**config.mk**
```make
export PLATFORM = sky130hd
export DESIGN_NAME = motor_reply_frame_parser_flat
export DESIGN_NICKNAME = d
export VERILOG_FILES = /design/src/hw/rtl/mrfp_pkg.sv /design/src/hw/rtl/mrfp_byte_if.sv /design/src/hw/rtl/mrfp_reply_if.sv /design/src/hw/rtl/mrfp_input_reg.sv /design/src/hw/rtl/mrfp_frame_core.sv /design/src/hw/rtl/motor_reply_frame_parser.sv /design/src/flat_wrapper.sv
export SDC_FILE = /design/constraint.sdc
export NUM_CORES = 1
export LEC_CHECK = 0
export BUFFER_PORTS_ARGS = -buffer_cell sky130_fd_sc_hd__buf_4
export CAP_MARGIN = 40
export CORE_MARGIN = 1
export CORE_UTILIZATION = 23
export DETAILED_ROUTE_END_ITERATION = 8
export GPL_TIMING_DRIVEN = 0
export PLACE_DENSITY = 0.48
export SYNTH_ARGS = -nofsm -noshare
export SYNTH_HDL_FRONTEND = slang
export SYNTH_HIERARCHICAL = 1
export SYNTH_SLANG_ARGS = --single-unit
export TNS_END_PERCENT = 1
```
**constraint.sdc**
```tcl
create_clock -name clk -period 15.75 [get_ports clk]
set_clock_uncertainty 0.1 [all_clocks]
set_input_delay 0.7875 -clock clk [delete_from_list [all_inputs] [get_ports clk]]
set_output_delay 0.7875 -clock clk [all_outputs]
set_load 0.01 [all_outputs]
```
**src/hw/rtl/mrfp_pkg.sv**
```systemverilog
`timescale 1ns / 1ps
// Shared types, constants and helper functions for the motor reply frame parser.
// Depends on nothing; the input register, frame core and top level use it by scoped names.
package mrfp_pkg;

    localparam int unsigned KEPT_PAYLOAD_BYTES = 8;
    localparam int unsigned STORE_IDX_W        = $clog2(KEPT_PAYLOAD_BYTES);
    localparam int unsigned COUNT_W            = 9;

    typedef logic [7:0]         byte_t;
    typedef logic [COUNT_W-1:0] count_t;

    localparam count_t COUNT_MAX      = '1;
    localparam count_t POS_HEAD       = 9'd0;
    localparam count_t POS_CMD        = 9'd1;
    localparam count_t POS_LEN        = 9'd3;
    localparam count_t POS_HSUM       = 9'd4;
    localparam count_t PAYLOAD_START  = 9'd5;
    localparam count_t MIN_FRAME      = 9'd5;
    localparam count_t FRAME_OVERHEAD = 9'd6;

    localparam byte_t FRAME_HEAD       = 8'h3E;
    localparam byte_t CMD_READ_STATUS1 = 8'h9A;
    localparam byte_t CMD_CLEAR_ERROR  = 8'h9B;
    localparam byte_t CMD_READ_STATUS2 = 8'h9C;
    localparam byte_t CMD_CTRL_FIRST   = 8'hA0;
    localparam byte_t CMD_CTRL_LAST    = 8'hA8;
    localparam byte_t CMD_READ_ANGLE   = 8'h92;
    localparam byte_t CMD_MOTOR_OFF    = 8'h80;
    localparam byte_t CMD_MOTOR_RUN    = 8'h88;
    localparam byte_t CMD_MOTOR_STOP   = 8'h81;

    localparam byte_t STATUS_MIN_LEN = 8'd7;
    localparam byte_t ANGLE_MIN_LEN  = 8'd8;

    typedef enum logic [2:0] {
        STATUS_OK       = 3'd0,
        STATUS_CHECKSUM = 3'd1,
        STATUS_LENGTH   = 3'd2,
        STATUS_HEADER   = 3'd3,
        STATUS_UNKNOWN  = 3'd4
    } status_t;

    typedef enum logic [2:0] {
        CLASS_STATUS1  = 3'd0,
        CLASS_STATUS2  = 3'd1,
        CLASS_ANGLE    = 3'd2,
        CLASS_NO_DATA  = 3'd3,
        CLASS_UNKNOWN  = 3'd4
    } cmd_class_t;

    typedef struct packed {
        logic signed [7:0]  temperature;
        logic signed [15:0] voltage;
        logic signed [15:0] phase_current;
        logic [7:0]         motor_status;
        logic [7:0]         error_status;
        logic signed [15:0] iq_current;
        logic signed [15:0] speed;
        logic [15:0]        encoder_position;
        logic signed [63:0] shaft_angle;
    } record_t;

    typedef struct packed {
        status_t     status;
        byte_t       command;
        logic [31:0] frame_count;
        record_t     record;
    } result_t;

    // One byte handed from the input register to the frame logic.
    typedef struct packed {
        logic  valid;
        byte_t data_byte;
        logic  last_byte;
    } step_t;

    function automatic cmd_class_t cmd_class(input byte_t cmd);
        cmd_class_t cls;
        cls = CLASS_UNKNOWN;
        if (cmd == CMD_READ_STATUS1 || cmd == CMD_CLEAR_ERROR) begin
            cls = CLASS_STATUS1;
        end
        else if (cmd == CMD_READ_STATUS2 ||
                 (cmd >= CMD_CTRL_FIRST && cmd <= CMD_CTRL_LAST)) begin
            cls = CLASS_STATUS2;
        end
        else if (cmd == CMD_READ_ANGLE) begin
            cls = CLASS_ANGLE;
        end
        else if (cmd == CMD_MOTOR_OFF || cmd == CMD_MOTOR_RUN ||
                 cmd == CMD_MOTOR_STOP) begin
            cls = CLASS_NO_DATA;
        end
        return cls;
    endfunction

endpackage

```
**src/hw/rtl/mrfp_byte_if.sv**
```systemverilog
`timescale 1ns / 1ps
// Valid/ready channel for received reply bytes with an end-of-frame mark.
// Standalone; no package needed.
interface mrfp_byte_if;
    logic       valid;
    logic       ready;
    logic [7:0] data_byte;
    logic       last_byte;

    modport source (output valid, output data_byte, output last_byte, input ready);
    modport sink   (input valid, input data_byte, input last_byte, output ready);
endinterface

```
**src/hw/rtl/mrfp_reply_if.sv**
```systemverilog
`timescale 1ns / 1ps
// Valid/ready channel for the per-frame status and held motor record.
// Standalone; no package needed.
interface mrfp_reply_if;
    logic               valid;
    logic               ready;
    logic [2:0]         status;
    logic [7:0]         command;
    logic [31:0]        frame_count;
    logic signed [7:0]  temperature;
    logic signed [15:0] voltage;
    logic signed [15:0] phase_current;
    logic [7:0]         motor_status;
    logic [7:0]         error_status;
    logic signed [15:0] iq_current;
    logic signed [15:0] speed;
    logic [15:0]        encoder_position;
    logic signed [63:0] shaft_angle;

    modport source (
        output valid, output status, output command, output frame_count,
        output temperature, output voltage, output phase_current,
        output motor_status, output error_status, output iq_current,
        output speed, output encoder_position, output shaft_angle,
        input ready
    );
    modport sink (
        input valid, input status, input command, input frame_count,
        input temperature, input voltage, input phase_current,
        input motor_status, input error_status, input iq_current,
        input speed, input encoder_position, input shaft_angle,
        output ready
    );
endinterface

```
**src/hw/rtl/mrfp_input_reg.sv**
```systemverilog
`timescale 1ns / 1ps
// Input register of the parser: holds one accepted byte until the frame logic takes it.
// Depends on mrfp_pkg and mrfp_byte_if.
module mrfp_input_reg (
    input  logic            clk,
    input  logic            rst_n,
    mrfp_byte_if.sink       rx,
    input  logic            out_free,
    output mrfp_pkg::step_t step
);

    logic          valid_reg;
    logic          valid_next;
    mrfp_pkg::byte_t data_reg;
    logic          last_reg;
    logic          fire;
    logic          accept;

    // A final byte advances only when the result register can take its item.
    assign fire     = valid_reg && (!last_reg || out_free);
    assign rx.ready = !valid_reg || fire;
    assign accept   = rx.valid && rx.ready;

    always_comb
    begin
        valid_next = valid_reg;
        if (accept)
        begin
            valid_next = 1'b1;
        end
        else if (fire)
        begin
            valid_next = 1'b0;
        end
    end

    always_ff @(posedge clk or negedge rst_n)
    begin
        if (!rst_n)
        begin
            valid_reg <= 1'b0;
        end
        else
        begin
            valid_reg <= valid_next;
        end
    end

    always_ff @(posedge clk)
    begin
        if (accept)
        begin
            data_reg <= rx.data_byte;
            last_reg <= rx.last_byte;
        end
    end

    assign step.valid     = fire;
    assign step.data_byte = data_reg;
    assign step.last_byte = last_reg;

endmodule

```
**src/hw/rtl/mrfp_frame_core.sv**
```systemverilog
`timescale 1ns / 1ps
// Frame tracking, frame checks, command decode and the held motor record.
// Depends on mrfp_pkg.
module mrfp_frame_core (
    input  logic              clk,
    input  logic              rst_n,
    input  mrfp_pkg::step_t   step,
    output mrfp_pkg::result_t result
);

    mrfp_pkg::count_t byte_count_reg, byte_count_next;
    mrfp_pkg::byte_t  header_byte_reg, header_byte_next;
    mrfp_pkg::byte_t  command_reg, command_next;
    mrfp_pkg::byte_t  length_reg, length_next;
    mrfp_pkg::byte_t  header_sum_reg, header_sum_next;
    logic             header_sum_ok_reg, header_sum_ok_next;
    mrfp_pkg::byte_t  payload_sum_reg, payload_sum_next;
    mrfp_pkg::byte_t  payload_store_reg [mrfp_pkg::KEPT_PAYLOAD_BYTES];
    mrfp_pkg::record_t record_reg, record_next;
    logic [31:0]      good_frames_reg, good_frames_next;

    mrfp_pkg::count_t pos;
    mrfp_pkg::count_t offset;
    mrfp_pkg::count_t payload_end;
    logic             store_we;
    logic [mrfp_pkg::STORE_IDX_W-1:0] store_idx;
    mrfp_pkg::byte_t  b;
    mrfp_pkg::status_t status;
    logic             frame_pass;
    logic [63:0]      angle;

    assign b           = step.data_byte;
    assign pos         = byte_count_reg;
    assign offset      = pos - mrfp_pkg::PAYLOAD_START;
    assign payload_end = mrfp_pkg::PAYLOAD_START + mrfp_pkg::count_t'(length_reg);
    assign store_idx   = offset[mrfp_pkg::STORE_IDX_W-1:0];

    // Per-byte frame update
    always_comb
    begin
        header_byte_next   = header_byte_reg;
        command_next       = command_reg;
        length_next        = length_reg;
        header_sum_next    = header_sum_reg;
        header_sum_ok_next = header_sum_ok_reg;
        payload_sum_next   = payload_sum_reg;
        store_we           = 1'b0;
        if (pos < mrfp_pkg::POS_HSUM)
        begin
            header_sum_next = header_sum_reg + b;
            if (pos == mrfp_pkg::POS_HEAD)
            begin
                header_byte_next = b;
            end
            else if (pos == mrfp_pkg::POS_CMD)
            begin
                command_next = b;
            end
            else if (pos == mrfp_pkg::POS_LEN)
            begin
                length_next = b;
            end
        end
        else if (pos == mrfp_pkg::POS_HSUM)
        begin
            header_sum_ok_next = (header_sum_reg == b);
        end
        else if (pos < payload_end)
        begin
            payload_sum_next = payload_sum_reg + b;
            store_we = (offset < mrfp_pkg::count_t'(mrfp_pkg::KEPT_PAYLOAD_BYTES));
        end
        byte_count_next = (byte_count_reg == mrfp_pkg::COUNT_MAX) ?
                          byte_count_reg : byte_count_reg + 9'd1;
    end

    // Frame checks on the state as it stands after this byte
    always_comb
    begin
        frame_pass = 1'b0;
        status     = mrfp_pkg::STATUS_OK;
        priority if (byte_count_next < mrfp_pkg::MIN_FRAME)
        begin
            status = mrfp_pkg::STATUS_LENGTH;
        end
        else if (header_byte_next != mrfp_pkg::FRAME_HEAD)
        begin
            status = mrfp_pkg::STATUS_HEADER;
        end
        else if (!header_sum_ok_next)
        begin
            status = mrfp_pkg::STATUS_CHECKSUM;
        end
        else if (length_next != 8'd0)
        begin
            if (byte_count_next !=
                mrfp_pkg::FRAME_OVERHEAD + mrfp_pkg::count_t'(length_next))
            begin
                status = mrfp_pkg::STATUS_LENGTH;
            end
            else if (payload_sum_next != b)
            begin
                status = mrfp_pkg::STATUS_CHECKSUM;
            end
            else
            begin
                frame_pass = 1'b1;
            end
        end
        else if (byte_count_next != mrfp_pkg::MIN_FRAME)
        begin
            status = mrfp_pkg::STATUS_LENGTH;
        end
        else
        begin
            frame_pass = 1'b1;
        end
    end

    always_comb
    begin
        for (int k = 0; k < 8; k++)
        begin
            angle[8*k +: 8] = payload_store_reg[k];
        end
    end

    // Decode the payload for the command class; the count bumps on any frame pass
    always_comb
    begin
        record_next      = record_reg;
        good_frames_next = good_frames_reg;
        result.status    = status;
        if (frame_pass)
        begin
            good_frames_next = good_frames_reg + 32'd1;
            unique case (mrfp_pkg::cmd_class(command_next))
                mrfp_pkg::CLASS_STATUS1:
                begin
                    if (length_next < mrfp_pkg::STATUS_MIN_LEN)
                    begin
                        result.status = mrfp_pkg::STATUS_LENGTH;
                    end
                    else
                    begin
                        record_next.temperature   = signed'(payload_store_reg[0]);
                        record_next.voltage       =
                            signed'({payload_store_reg[2], payload_store_reg[1]});
                        record_next.phase_current =
                            signed'({payload_store_reg[4], payload_store_reg[3]});
                        record_next.motor_status  = payload_store_reg[5];
                        record_next.error_status  = payload_store_reg[6];
                    end
                end
                mrfp_pkg::CLASS_STATUS2:
                begin
                    if (length_next < mrfp_pkg::STATUS_MIN_LEN)
                    begin
                        result.status = mrfp_pkg::STATUS_LENGTH;
                    end
                    else
                    begin
                        record_next.temperature      = signed'(payload_store_reg[0]);
                        record_next.iq_current       =
                            signed'({payload_store_reg[2], payload_store_reg[1]});
                        record_next.speed            =
                            signed'({payload_store_reg[4], payload_store_reg[3]});
                        record_next.encoder_position =
                            {payload_store_reg[6], payload_store_reg[5]};
                    end
                end
                mrfp_pkg::CLASS_ANGLE:
                begin
                    if (length_next < mrfp_pkg::ANGLE_MIN_LEN)
                    begin
                        result.status = mrfp_pkg::STATUS_LENGTH;
                    end
                    else
                    begin
                        record_next.shaft_angle = signed'(angle);
                    end
                end
                mrfp_pkg::CLASS_NO_DATA:
                begin
                    if (length_next != 8'd0)
                    begin
                        result.status = mrfp_pkg::STATUS_LENGTH;
                    end
                end
                mrfp_pkg::CLASS_UNKNOWN:
                begin
                    result.status = mrfp_pkg::STATUS_UNKNOWN;
                end
                default:
                begin
                    result.status = mrfp_pkg::STATUS_UNKNOWN;
                end
            endcase
        end
        result.command     = command_next;
        result.frame_count = good_frames_next;
        result.record      = record_next;
    end

    always_ff @(posedge clk or negedge rst_n)
    begin
        if (!rst_n)
        begin
            byte_count_reg    <= '0;
            header_byte_reg   <= '0;
            command_reg       <= '0;
            length_reg        <= '0;
            header_sum_reg    <= '0;
            header_sum_ok_reg <= 1'b0;
            payload_sum_reg   <= '0;
            record_reg        <= '0;
            good_frames_reg   <= '0;
        end
        else if (step.valid)
        begin
            if (step.last_byte)
            begin
                // End of frame: keep the record and count, clear the frame
                byte_count_reg    <= '0;
                header_byte_reg   <= '0;
                command_reg       <= '0;
                length_reg        <= '0;
                header_sum_reg    <= '0;
                header_sum_ok_reg <= 1'b0;
                payload_sum_reg   <= '0;
                record_reg        <= record_next;
                good_frames_reg   <= good_frames_next;
            end
            else
            begin
                byte_count_reg    <= byte_count_next;
                header_byte_reg   <= header_byte_next;
                command_reg       <= command_next;
                length_reg        <= length_next;
                header_sum_reg    <= header_sum_next;
                header_sum_ok_reg <= header_sum_ok_next;
                payload_sum_reg   <= payload_sum_next;
            end
        end
    end

    always_ff @(posedge clk)
    begin
        if (step.valid && store_we)
        begin
            payload_store_reg[store_idx] <= b;
        end
    end

endmodule

```
**src/hw/rtl/motor_reply_frame_parser.sv**
```systemverilog
`timescale 1ns / 1ps
// Top level of the motor reply frame parser: input register, frame logic, result register.
// Depends on mrfp_pkg, mrfp_byte_if, mrfp_reply_if, mrfp_input_reg, mrfp_frame_core.
//
//   channel | direction | handshake    | payload
//   --------+-----------+--------------+---------------------------------------------
//   rx      | in        | valid/ready  | data_byte[7:0], last_byte
//   reply   | out       | valid/ready  | status[2:0], command, frame_count[31:0],
//           |           |              | held record (temperature .. shaft_angle)
//
// One byte per cycle unless a final byte stalls: a byte is held in the input register and
// then folded into the frame state; a final byte loads the result register as it is folded in.
// Unstalled, throughput is one byte per clock, set by the single pass of the frame checks.
// Reset clears frame state, record, frame count and both valid flags; the payload store
// is not cleared. A result left in the result register holds the next final byte in the
// input register, and the input stalls behind it until the result is taken.
module motor_reply_frame_parser (
    input  logic        clk,
    input  logic        rst_n,
    mrfp_byte_if.sink   rx,
    mrfp_reply_if.source reply
);

    mrfp_pkg::step_t   step;
    mrfp_pkg::result_t result;
    mrfp_pkg::result_t result_reg;
    logic              out_valid_reg;
    logic              out_valid_next;
    logic              out_free;
    logic              load;

    // Result register is free when empty or being taken this cycle
    assign out_free = !out_valid_reg || reply.ready;

    mrfp_input_reg u_input_reg (
        .clk      (clk),
        .rst_n    (rst_n),
        .rx       (rx),
        .out_free (out_free),
        .step     (step)
    );

    mrfp_frame_core u_frame_core (
        .clk    (clk),
        .rst_n  (rst_n),
        .step   (step),
        .result (result)
    );

    // Only a final byte produces an item
    assign load = step.valid && step.last_byte;

    always_comb
    begin
        out_valid_next = out_valid_reg;
        if (load)
        begin
            out_valid_next = 1'b1;
        end
        else if (reply.ready)
        begin
            out_valid_next = 1'b0;
        end
    end

    always_ff @(posedge clk or negedge rst_n)
    begin
        if (!rst_n)
        begin
            out_valid_reg <= 1'b0;
        end
        else
        begin
            out_valid_reg <= out_valid_next;
        end
    end

    // Hold the payload of the item until the sink takes it
    always_ff @(posedge clk)
    begin
        if (load)
        begin
            result_reg <= result;
        end
    end

    assign reply.valid            = out_valid_reg;
    assign reply.status           = result_reg.status;
    assign reply.command          = result_reg.command;
    assign reply.frame_count      = result_reg.frame_count;
    assign reply.temperature      = result_reg.record.temperature;
    assign reply.voltage          = result_reg.record.voltage;
    assign reply.phase_current    = result_reg.record.phase_current;
    assign reply.motor_status     = result_reg.record.motor_status;
    assign reply.error_status     = result_reg.record.error_status;
    assign reply.iq_current       = result_reg.record.iq_current;
    assign reply.speed            = result_reg.record.speed;
    assign reply.encoder_position = result_reg.record.encoder_position;
    assign reply.shaft_angle      = result_reg.record.shaft_angle;

endmodule

```
**src/flat_wrapper.sv**
```systemverilog
// flat-port wrapper written by rule: the top's interface ports become plain ports
module motor_reply_frame_parser_flat 
  (clk, rst_n, rx_valid, rx_data_byte, rx_last_byte, rx_ready, reply_valid, reply_status, reply_command, reply_frame_count, reply_temperature, reply_voltage, reply_phase_current, reply_motor_status, reply_error_status, reply_iq_current, reply_speed, reply_encoder_position, reply_shaft_angle, reply_ready);
  mrfp_byte_if rx_i ();
  mrfp_reply_if reply_i ();
  input  logic clk;
  input  logic rst_n;
  input wire logic [$bits(rx_i.valid)-1:0] rx_valid;
  input wire logic [$bits(rx_i.data_byte)-1:0] rx_data_byte;
  input wire logic [$bits(rx_i.last_byte)-1:0] rx_last_byte;
  output wire logic [$bits(rx_i.ready)-1:0] rx_ready;
  output wire logic [$bits(reply_i.valid)-1:0] reply_valid;
  output wire logic [$bits(reply_i.status)-1:0] reply_status;
  output wire logic [$bits(reply_i.command)-1:0] reply_command;
  output wire logic [$bits(reply_i.frame_count)-1:0] reply_frame_count;
  output wire logic [$bits(reply_i.temperature)-1:0] reply_temperature;
  output wire logic [$bits(reply_i.voltage)-1:0] reply_voltage;
  output wire logic [$bits(reply_i.phase_current)-1:0] reply_phase_current;
  output wire logic [$bits(reply_i.motor_status)-1:0] reply_motor_status;
  output wire logic [$bits(reply_i.error_status)-1:0] reply_error_status;
  output wire logic [$bits(reply_i.iq_current)-1:0] reply_iq_current;
  output wire logic [$bits(reply_i.speed)-1:0] reply_speed;
  output wire logic [$bits(reply_i.encoder_position)-1:0] reply_encoder_position;
  output wire logic [$bits(reply_i.shaft_angle)-1:0] reply_shaft_angle;
  input wire logic [$bits(reply_i.ready)-1:0] reply_ready;
  assign rx_i.valid = rx_valid;
  assign rx_i.data_byte = rx_data_byte;
  assign rx_i.last_byte = rx_last_byte;
  assign rx_ready = rx_i.ready;
  assign reply_valid = reply_i.valid;
  assign reply_status = reply_i.status;
  assign reply_command = reply_i.command;
  assign reply_frame_count = reply_i.frame_count;
  assign reply_temperature = reply_i.temperature;
  assign reply_voltage = reply_i.voltage;
  assign reply_phase_current = reply_i.phase_current;
  assign reply_motor_status = reply_i.motor_status;
  assign reply_error_status = reply_i.error_status;
  assign reply_iq_current = reply_i.iq_current;
  assign reply_speed = reply_i.speed;
  assign reply_encoder_position = reply_i.encoder_position;
  assign reply_shaft_angle = reply_i.shaft_angle;
  assign reply_i.ready = reply_ready;
  motor_reply_frame_parser u_core (.clk(clk), .rst_n(rst_n), .rx(rx_i), .reply(reply_i));
endmodule
```
==> reports/qor.csv <==
metric;value;unit
wire length on met2;30600;um
PortBufs;225;
Yosys reg bits;536;
post-synthesis mux area share;17.4;%
worst vdd ir;0.0533;mV
slew at the pin closest to its max-slew limit;0.935;ns
crit end category;register;
I/O pin cnt;226;
final hold violation count;0;
period utilization;41.2;%
EDFF count, synth;284;
post-synth cell types;73;
xor-xnor portion of the synthesized cell area;4.33;%
largest net degree at the start of global routing;116;
Post-Synth Adder-Cell Area;1.77;%
core area;100000;sq um
Leak;12.5;nW
DRT Pass-1 Iters;7;
Startpoint Class;register;
GRT Util Overall;12.9;%
Avg WL per Cell;20.3;um
Routed WL;66500;um
Min-Delay Startpoint;rx_data_byte[3];
First DRT Iteration DRCs;1021;
setup TNS;0;ns
Avg Inst Size Synth;15.0;sq um
Setup Viol. Count Final;0;
WP depth;20;
P_sw;0.842;mW
Hold Slack;0.242;ns
via count;14146;
PwrDens;116;nW/um^2
top routing layer in use;met4;
Yosys warning count;6;
worst setup path end;u_core/reply.shaft_angle[63]$_DFFE_PP_;
WP buf/inv;6;
share of layout cells above drive strength 1;36.6;%
hpwl dp;45600;um
Initial Utilization;23.3;%
reg-to-reg startpoint;u_core/u_frame_core/byte_count_reg[0]$_DFFE_PN0P_;
slowest CP cell;nor3b_1;
logic gate share of total power;8.5;%
remaining routing DRC violations;0;
Die Y;321;um
routability cong.;0.781;
worst skew pair latency;0.64;ns
post-CTS resize count;0;
critical path type;reg2reg;
Post-Place Cells;3160;
Final Max Slew Viols;0;
root buffer cell;clkbuf_16;
register share of total power;45.8;%
Critical R2R Capture;u_core/reply.shaft_angle[63]$_DFFE_PP_;
Num CTS Buffers;66;
CP top delay family;buffers and inverters;
Non-Filler Instances;3284;
RSZ-0062 raised after global routing;no;
fraction of registers with async set/reset;47.0;%
R2R Setup Slk;9.25;ns
clock share of power;45.7;%
final period demand of the worst path;6.50;ns
area added between synthesis and finish;25.7;%
htree depth;3;
clock slew at reported path FFs;0.06;ns
wire length on met3;3480;um
number of flip-flops in the largest register;168;
Post-Synthesis Cell Area;23400;sq um
Setup WS pre-CTS;9.30;ns
register area share after synthesis;63.5;%
ys flop type;edfxtp_1;
Slew HR;37.6;%
critical path peak fanout;10;
final layout net count;1916;
Cell Int Power;2.56;mW
full die area;103000;sq um
Pwr Total;3.40;mW
Hold Path Class;in2reg;
# rows;116;
antenna-violating nets left;0;
crit path launch;u_core/u_frame_core/byte_count_reg[0]$_DFFE_PN0P_;
Post-Synth Simple-Gate Area;6.22;%
CTS tree;built;
fin worst setup slack;9.25;ns
fmax;0.154;GHz
vias in the first global route;14686;
Die Wd;321;um
Max Root-Sink Buffers;3;
syn_nets;1602;
Worst Path Arrival;6.76;ns
Req. time, crit path;16.01;ns
Compound-Gate Fraction of Synth Area;4.46;%
max cap viols;0;
CTS sink count;536;
sw frac;24.7;%
antenna violations before repair;3;
global-route wire length before repair;98600;um
worst r2r path cells;20;
GR Overflow Total;0;
cells along the critical path;clkbuf_1, inv_1, ha_1, nor3b_1, nand3_4, buf_4, mux2i_1, ha_1, nand3b_1, xor2_1, mux2i_1, xnor2_1, nand3_1, nor4b_1, a32o_1, buf_2, and3b_1, buf_2, buf_4, mux2_2;
hold path depth;1;
outcome;finished, final reports clean;
max incr delay on CP;0.57;ns
Syn Inst Count;1558;
combinational family with the most area after synthesis;multiplexers;
Post-Route M1 WL;30800;um
Via-to-Cell Ratio;4.31;
## cell families after synthesis
group / after synthesis
mux: 362
simple gates: 263
buf+inv: 105
xor+xnor: 114
fa+ha+maj: 32
flops: 536
compound gates: 146
## power groups by stage
stage | combinational (mW) | sequential (mW) | clock (mW)
finish | 0.290 | 1.56 | 1.56
detailed placement | 0.291 | 1.59 | 0
global route | 0.319 | 1.56 | 1.67
floorplan | 0.158 | 1.59 | 0
CTS | 0.293 | 1.56 | 1.62
global placement | 0.270 | 1.60 | 0
## metrics by stage
step                instance area, sq um  util [%]
floorplan                          23400         -
detailed placement                 27100      27.0
finish                             29400      29.3
global route                       29300      29.3
CTS                                29300      29.3
global placement                   26700      26.7
## metal layers
layer  global-route usage [%]  up-vias
met5                        0        -
met4                     4.14        0
met3                     2.52      104
met2                     20.5      353
met1                     17.5     7237
li1                         -     6452
## worst min path at each step
stage,to,slack (ns)
global route,u_core/u_input_reg/data_reg[3]$_DFFE_PP_,0.20
CTS,u_core/u_input_reg/data_reg[3]$_DFFE_PP_,0.19
detailed placement,u_core/u_frame_core/record_reg[102]$_DFFE_PN0P_,0.37
global placement,u_core/u_frame_core/record_reg[103]$_DFFE_PN0P_,0.36
finish,u_core/u_input_reg/data_reg[3]$_DFFE_PP_,0.24
floorplan,u_core/u_frame_core/record_reg[101]$_DFFE_PN0P_,0.35
## synthesized netlist by cell type (all sizes together) (3+ instances only)
cell / n / area [sq um]
and3b: 3 / 26.3
o2111ai: 3 / 26.3
ha: 29 / 363
nand2: 57 / 216
or4: 5 / 37.5
and3: 26 / 163
mux2: 344 / 3870
a41oi: 3 / 26.3
nand4: 18 / 113
and4: 5 / 43.8
nor2: 45 / 169
buf: 46 / 319
and2: 8 / 52.6
xnor2: 87 / 762
a22o: 19 / 166
a22oi: 8 / 60.1
nor4: 10 / 83.8
clkbuf: 33 / 124
a21oi: 20 / 100
o211ai: 4 / 30.0
o21ai: 29 / 145
mux2i: 18 / 184
nor3: 17 / 90.1
nand2b: 7 / 51.3
o2bb2ai: 19 / 166
dfrtp: 252 / 6310
inv: 26 / 97.6
o21bai: 5 / 37.5
nor4b: 3 / 32.5
nand3: 41 / 218
nor3b: 5 / 47.5
or3: 3 / 18.8
nor2b: 3 / 18.8
o31ai: 6 / 45.0
xor2: 26 / 228
a21o: 4 / 30.0
nand3b: 4 / 42.5
edfxtp: 284 / 8530
a31oi: 5 / 31.3
a211oi: 6 / 45.0
## layout by cell type (no fill, tap or decap), drive strengths merged, types with 7 or more instances in the layout
cell	n
mux2	344
buf	291
edfxtp	284
dfrtp	252
clkbuf	118
xnor2	87
nand2	57
nor2	45
nand3	41
ha	29
o21ai	29
inv	29
and3	26
xor2	26
clkinv	24
a21oi	20
o2bb2ai	19
a22o	19
nand4	18
mux2i	18
nor3	17
nor4	10
a22oi	8
and2	8
nand2b	7
## cell type report
type	instances	area (sq um)
Fill cell	10075	70900
Sequential cell	536	14800
Multi-Input combinational cell	917	7990
Timing Repair Buffer	246	2050
Clock buffer	85	1810
Tap cell	1357	1700
Buffer	79	443
Clock inverter	35	418
Inverter	26	105
Antenna cell	3	7.51
## what timing repair did
item                                   in CTS  in global routing
buffers inserted                            0                  0
endpoints found under the hold margin      48                  0
hold buffers                                1                  0
Power figures use the tool's default switching activity.
